File: src/hw/rtl/sspq_pkg.sv
package sspq_pkg;

    typedef enum logic {
        MODE_INSERT = 1'b0,
        MODE_REMOVE = 1'b1
    } t_mode;

    typedef struct packed {
        logic insert;
        logic remove;
    } t_cell_ctl;

endpackage

File: src/hw/rtl/sspq_cell.sv
module sspq_cell #(
    parameter int KEY_WIDTH    = 16,
    parameter int HANDLE_WIDTH = 9,
    parameter int CNT_W        = 7,
    parameter int INDEX        = 0
) (
    input  logic                    i_clk,
    input  sspq_pkg::t_cell_ctl     i_ctl,
    input  logic [CNT_W-1:0]        i_count,
    input  logic [KEY_WIDTH-1:0]    i_new_key,
    input  logic [HANDLE_WIDTH-1:0] i_new_handle,
    input  logic                    i_prev_after,
    input  logic [KEY_WIDTH-1:0]    i_prev_key,
    input  logic [HANDLE_WIDTH-1:0] i_prev_handle,
    input  logic [KEY_WIDTH-1:0]    i_next_key,
    input  logic [HANDLE_WIDTH-1:0] i_next_handle,
    output logic                    o_after,
    output logic [KEY_WIDTH-1:0]    o_key,
    output logic [HANDLE_WIDTH-1:0] o_handle
);

    localparam logic [CNT_W-1:0] IDX = CNT_W'(INDEX);

    logic [KEY_WIDTH-1:0]    r_key;
    logic [HANDLE_WIDTH-1:0] r_handle;
    logic [KEY_WIDTH-1:0]    n_key;
    logic [HANDLE_WIDTH-1:0] n_handle;
    logic                    occupied;

    // new pair goes at or before this slot: slot empty or holds a larger key
    assign occupied = i_count > IDX;
    assign o_after  = !occupied || (r_key > i_new_key);

    always_comb begin
        n_key    = r_key;
        n_handle = r_handle;
        if (i_ctl.insert) begin
            if (i_prev_after) begin
                n_key    = i_prev_key;
                n_handle = i_prev_handle;
            end else if (o_after) begin
                n_key    = i_new_key;
                n_handle = i_new_handle;
            end
        end else if (i_ctl.remove) begin
            n_key    = i_next_key;
            n_handle = i_next_handle;
        end
    end

    always_ff @(posedge i_clk) begin
        r_key    <= n_key;
        r_handle <= n_handle;
    end

    assign o_key    = r_key;
    assign o_handle = r_handle;

endmodule

File: config.mk
export PLATFORM = sky130hd
export DESIGN_NAME = sspq_cell
export DESIGN_NICKNAME = d
export VERILOG_FILES = /design/src/hw/rtl/sspq_pkg.sv /design/src/hw/rtl/sspq_cell.sv
export SDC_FILE = /design/constraint.sdc
export NUM_CORES = 1
export LEC_CHECK = 0
export ABC_AREA = 1
export ABC_CLOCK_PERIOD_IN_PS = 4800
export BUFFER_PORTS_ARGS = -buffer_cell sky130_fd_sc_hd__buf_2
export CORE_UTILIZATION = 46
export CTS_CLUSTER_DIAMETER = 50
export DETAILED_ROUTE_END_ITERATION = 10
export GPL_TIMING_DRIVEN = 0
export HOLD_SLACK_MARGIN = 0.05
export PLACE_DENSITY = 0.86
export SYNTH_ARGS = -nofsm -noshare
export SYNTH_HDL_FRONTEND = slang
export SYNTH_SLANG_ARGS = --single-unit
File: constraint.sdc
create_clock -name i_clk -period 4.8 [get_ports i_clk]
set_input_delay 0 -clock i_clk [delete_from_list [all_inputs] [get_ports i_clk]]
set_output_delay 0 -clock i_clk [all_outputs]
set_load 0.005 [all_outputs]
==> flow_summary.ini, run 1 <==
[final_layout]
final_cell_mix = buf_2 (116), nand2_1 (45), o21ai_0 (38), nor2_1 (30)
final_area_um2 = 2630
fin_nets = 458
finalCoreUtilization_pct = 75.7
syn2layout_area_growth_pct = 52.4
drive_gt1_share_pct = 36.1
num_antenna_cells = 0
layout_commonest_cell = buf_2

[die]
die_y_um = 63.2
initial_core_util_pct = 49.7
num_rows = 21
die_x_um = 63.2
core_area_um2 = 3470
dieArea_um2 = 3990
ios = 112

[min_path]
holdPathStages = 3
hp-class = input pin to register

[grt]
grtUsageTotal_pct = 27.7
grt_pass1_vias = 1999
antenna_found_initial = 0
overflow = 0
grt_start_max_net_pins = 26
grt_pass1_wl_um = 8650

[sta]
whs_ns = 0.0561
fin_crit_sh_pct = 50.8
fin_worst_skew_ns = 0.00264
slew-limit-headroom_pct = 33.2
fmax_mhz = 410
fin_crit_ns = 2.44
worst_pin_slew_ns = 1.00
tns_ns = 0
finalSetupViolCount = 0
hold_viol = 0
slew_viol_final = 0
rsz0062_at_grt = no

[drt]
vias_per_cell = 5.01
vias = 2011
drcViolationCount = 0
routed_wirelength_um = 5340
drt_iter0_drc = 142
post_drt_wl_per_cell_um = 13.3
dr.pass1.iters = 4
drtAntennaViolNets = 0

[logic_synthesis]
synth_cell_types = 21
syn_avg_cell_area_um2 = 7.98
yosysWarnings = 0
ys_seq_area_share_pct = 43.6
netlist_area_um2 = 1720
syn-num-nets = 318
postSynthCellCount = 216
yosys_register_bits = 25

[worst_setup_path]
reg2reg_depth = 9
cp.arrival_ns = 2.34
path_class = register to register
cp.required_ns = 4.70
start_kind = register
path_max_fanout = 25
end_kind = register

[status]
outcome = finished, final reports clean

[place]
routabilityCongestion = 0.758
placed_area_um2 = 2330
portBuffers = 110
hpwl_um = 3640

[clock_tree]
cts_tree = built
root_buffer = clkbuf_8
cts_sinks = 25
clock_path_buffers = 2
cts_buffers = 3
clk_pin_slew_ns = 0.09
clock_latency_ns = 0.27
htree_levels = 1
cts_setup_buffers = 0

[pwr]
peakVddDrop_uv = 208
power_density_nw_per_um2 = 227
p_leak_nw = 1.35

[run]
max_cap_viol_count = 0
[area by class of cell]
class                      instances  area [um2]
buffer                             9        50.0
fill                             276         842
sequential                        25         751
clock buffer                       4        45.0
timing repair buffer             135         801
inverter                          23        86.3
tap                               46        57.6
multi-input combinational        159         836
[metal layers]
metal	global-route usage, %	routed length (um)	share of wire, %
met1	30.7	2080	39
met4	10.2	127	2.4
met5	0	0	0
met2	52.7	2840	53
met3	3.99	286	5.4
[state kept, by name, indices dropped and copies added, names as in the netlist]
signal and cells:
o_handle 9, o_key 16
[Yosys cell counts (all sizes together)]
library cell	number	area [um2]
o21ai	51	255
nor3	2	15.0
inv	23	86.3
a21o	1	7.51
edfxtp	25	751
nand2	46	175
nor2	31	119
nor4	1	6.26
a21oi	6	30.0
buf	8	45.0
nand4	1	6.26
nand3	3	15.0
or2	1	6.26
clkbuf	1	5.00
ha	16	200
[final timing paths]
check | from | endpoint | slack, ns
worst max-delay path | o_key[13] | o_key[9] | 2.36
worst min-delay path | i_prev_handle[7] | o_handle[7] | 0.06
worst max register to register | o_key[13] | o_key[9] | 2.36
worst min register to register | o_key[4] | o_key[3] | 1.69
[worst max-delay path, cell delays in order, from the launching register on]
cell      delay (ns)
edfxtp_1        0.43
ha_1            0.32
nand2_1         0.08
nor3_2          0.18
nand2_1         0.07
nand2_1         0.05
nand2_1         0.07
nand3_1         0.08
nand2_1         0.05
inv_1           0.72
[through the flow]
step / setup WS [ns] / power (mW) / std cells
floorplan: 2.70 / 0.371 / 216
global placement: 2.39 / 0.448 / 372
detailed placement: 2.37 / 0.454 / 372
CTS: 2.35 / 0.595 / 401
global route: 2.11 / 0.629 / 401
finish: 2.36 / 0.596 / 401
[power by group]
| part | internal, mW | total, mW | leakage, nW | switching, mW |
|---|---|---|---|---|
| combinational | 0.0909 | 0.185 | 1.08 | 0.0937 |
| clock | 0.0594 | 0.128 | 0.0228 | 0.0685 |
| sequential | 0.273 | 0.283 | 0.253 | 0.0105 |
| total | 0.423 | 0.596 | 1.35 | 0.173 |
[cells by family (layout without fill, tap and decap cells)]
group | Yosys count | count (layout) | share of synthesized area (%)
buffers and inverters | 32 | 171 | 7.92
and+or+nand+nor | 85 | 85 | 19.9
adders and majority gates | 16 | 16 | 11.6
AOI/OAI and AO/OA | 58 | 58 | 17.0
DFF | 25 | 25 | 43.6
[repair_timing]
action                     4_1_cts  5_1_grt
resized for setup                0        0
setup endpoints to repair        0        0
hold endpoints to repair        25        0
hold buffers                    25        0
No activity file was read; power rests on OpenSTA's default activity.
==> inputs of run 2 (changes only) <==
Settings changed: ABC_CLOCK_PERIOD_IN_PS 4800 to 2000, CORE_UTILIZATION 46 to 38, PLACE_DENSITY 0.86 to 0.76.
Clock period 4.8 ns to 2 ns, I/O delays scaled along.
==> flow_summary.ini, run 2 (synthesized netlist as in run 1, its figures left out) <==
[status]
outcome = finished, final reports clean

[worst_setup_path]
r2r_slack_ns = 0.07
cp.arrival_ns = 1.98
cp.required_ns = 2.05
start_kind = register
end_kind = register
timing.critical_path.mode_cell = nand3_2
crit_slowest_cell = edfxtp_1
cpPeakStageDelay_ns = 0.45
r2r_start = o_key[11]
cp_num_cells = 9
cp-startpoint = o_key[11]
endpoint = o_handle[2]
crit_buf_inv = 2
r2r-end = o_handle[2]
cp_cell_sequence = ha_4 > nand4_1 > nor3_4 > nand3_2 > nand2_2 > nand3_2 > nand2_4 > clkinvlp_4 > buf_4
path_class = register to register
path_max_fanout = 3
reg2reg_depth = 9
cp_top_family = simple AND/OR/NAND/NOR gates

[die]
dieArea_um2 = 4810
die_x_um = 69.3
initial_core_util_pct = 39.6
num_rows = 24
core_area_um2 = 4350
die_y_um = 69.3
ios = 112

[run]
max_cap_viol_count = 0

[place]
dp.cells = 378
portBuffers = 110
hpwl_um = 3740
routabilityCongestion = 0.797
place_ws_ns = -0.365
placed_area_um2 = 2340

[pwr]
peakVddDrop_uv = 330
power_density_nw_per_um2 = 536
power.total_mw = 1.49
p_leak_nw = 1.39

[sta]
whs_ns = 0.0484
setup_ws_ns = 0.0703
fin_crit_ns = 1.93
rsz0062_at_grt = yes
finalSetupViolCount = 0
slew_viol_final = 0
hold_viol = 0
worst_pin_slew_ns = 0.235
slew-limit-headroom_pct = 84.2
fin_crit_sh_pct = 96.5
fmax_mhz = 518
fin_worst_skew_ns = 0.00217

[drt]
routed_wirelength_um = 5250
post_drt_wl_per_cell_um = 12.7
vias_per_cell = 4.91
drtAntennaViolNets = 0
vias = 2024
drcViolationCount = 0
dr.pass1.iters = 6
drt_iter0_drc = 87

[clock_tree]
clock_latency_ns = 0.27
cts_buffers = 3
cts_sinks = 25
cts_tree = built
clock_path_buffers = 2
clk_pin_slew_ns = 0.10
htree_levels = 1
root_buffer = clkbuf_8

[grt]
antenna_found_initial = 0
overflow = 0
grt_start_max_net_pins = 15
grt_pass1_vias = 1933
grtUsageTotal_pct = 21.6
grt_pass1_wl_um = 8400

[final_layout]
final_cell_mix = buf_2 (116), nand2_1 (42), o21ai_0 (38), nor2_1 (30), edfxtp_1 (25)
layout_commonest_cell = buf_2
final_area_um2 = 2790
fin_nets = 463
largest_reg_flops = 16
fin_cells = 412
nFillCells = 395
num_antenna_cells = 0
syn2layout_area_growth_pct = 61.7
drive_gt1_share_pct = 40.6

[min_path]
hp-class = input pin to register
-- run 2: cell type report --
type	count	area, um2	area share, %
Buffer	9	50.0	1.80
Clock buffer	3	41.3	1.48
Clock inverter	1	5.00	0.180
Inverter	23	90.1	3.23
Multi-Input combinational cell	159	927	33.3
Sequential cell	25	751	27.0
Tap cell	52	65.1	2.34
Timing Repair Buffer	139	848	30.5
Timing Repair inverter	1	7.51	0.270
-- run 2: worst min-delay path by stage --
stage                          start          end  slack (ns)  depth (start not counted)
floorplan                 i_count[3]      o_after        0.14                          3
global placement    i_next_handle[6]  o_handle[6]        0.27                          3
detailed placement  i_next_handle[6]  o_handle[6]        0.28                          3
CTS                 i_next_handle[7]  o_handle[7]        0.05                          3
global route        i_next_handle[4]  o_handle[4]        0.05                          3
finish              i_next_handle[7]  o_handle[7]        0.05                          3
-- run 2: metrics by stage --
stage                     TNS [ns]  util [%]
after CTS                        0      61.5
after floorplan                  0         -
final                            0      64.0
after detailed placement     -9.10      53.8
after global placement       -8.91      53.8
after global routing         -1.73      64.0
-- run 2: power breakdown --
part           total, mW  switching [mW]  internal (mW)
clock              0.316           0.176          0.140
combinational      0.495           0.241          0.254
sequential         0.684          0.0302          0.654
total               1.49           0.447           1.05
-- run 2: worst reg2reg max path, stage by stage (launching register included) --
cell and delay (ns):
edfxtp_1 0.45, ha_4 0.30, nand4_1 0.14, nor3_4 0.17, nand3_2 0.09, nand2_2 0.10
nand3_2 0.09, nand2_4 0.11, clkinvlp_4 0.12, buf_4 0.16
-- run 2: per-layer routing --
metal	global-route usage [%]	share of wire (%)
met5	0	0
met4	8.84	2.5
met3	1.74	3.0
met2	39.8	52
met1	25.8	43
-- run 2: repair_timing --
| action | in CTS | in global routing |
|---|---|---|
| gates cloned | 1 | 0 |
| hold buffers | 23 | 1 |
| gates resized for setup | 2 | 13 |
| setup buffers | 5 | 0 |
| endpoints found under the hold margin | 23 | 1 |
| pin swaps | 0 | 3 |
| endpoints found under the setup margin | 25 | 25 |
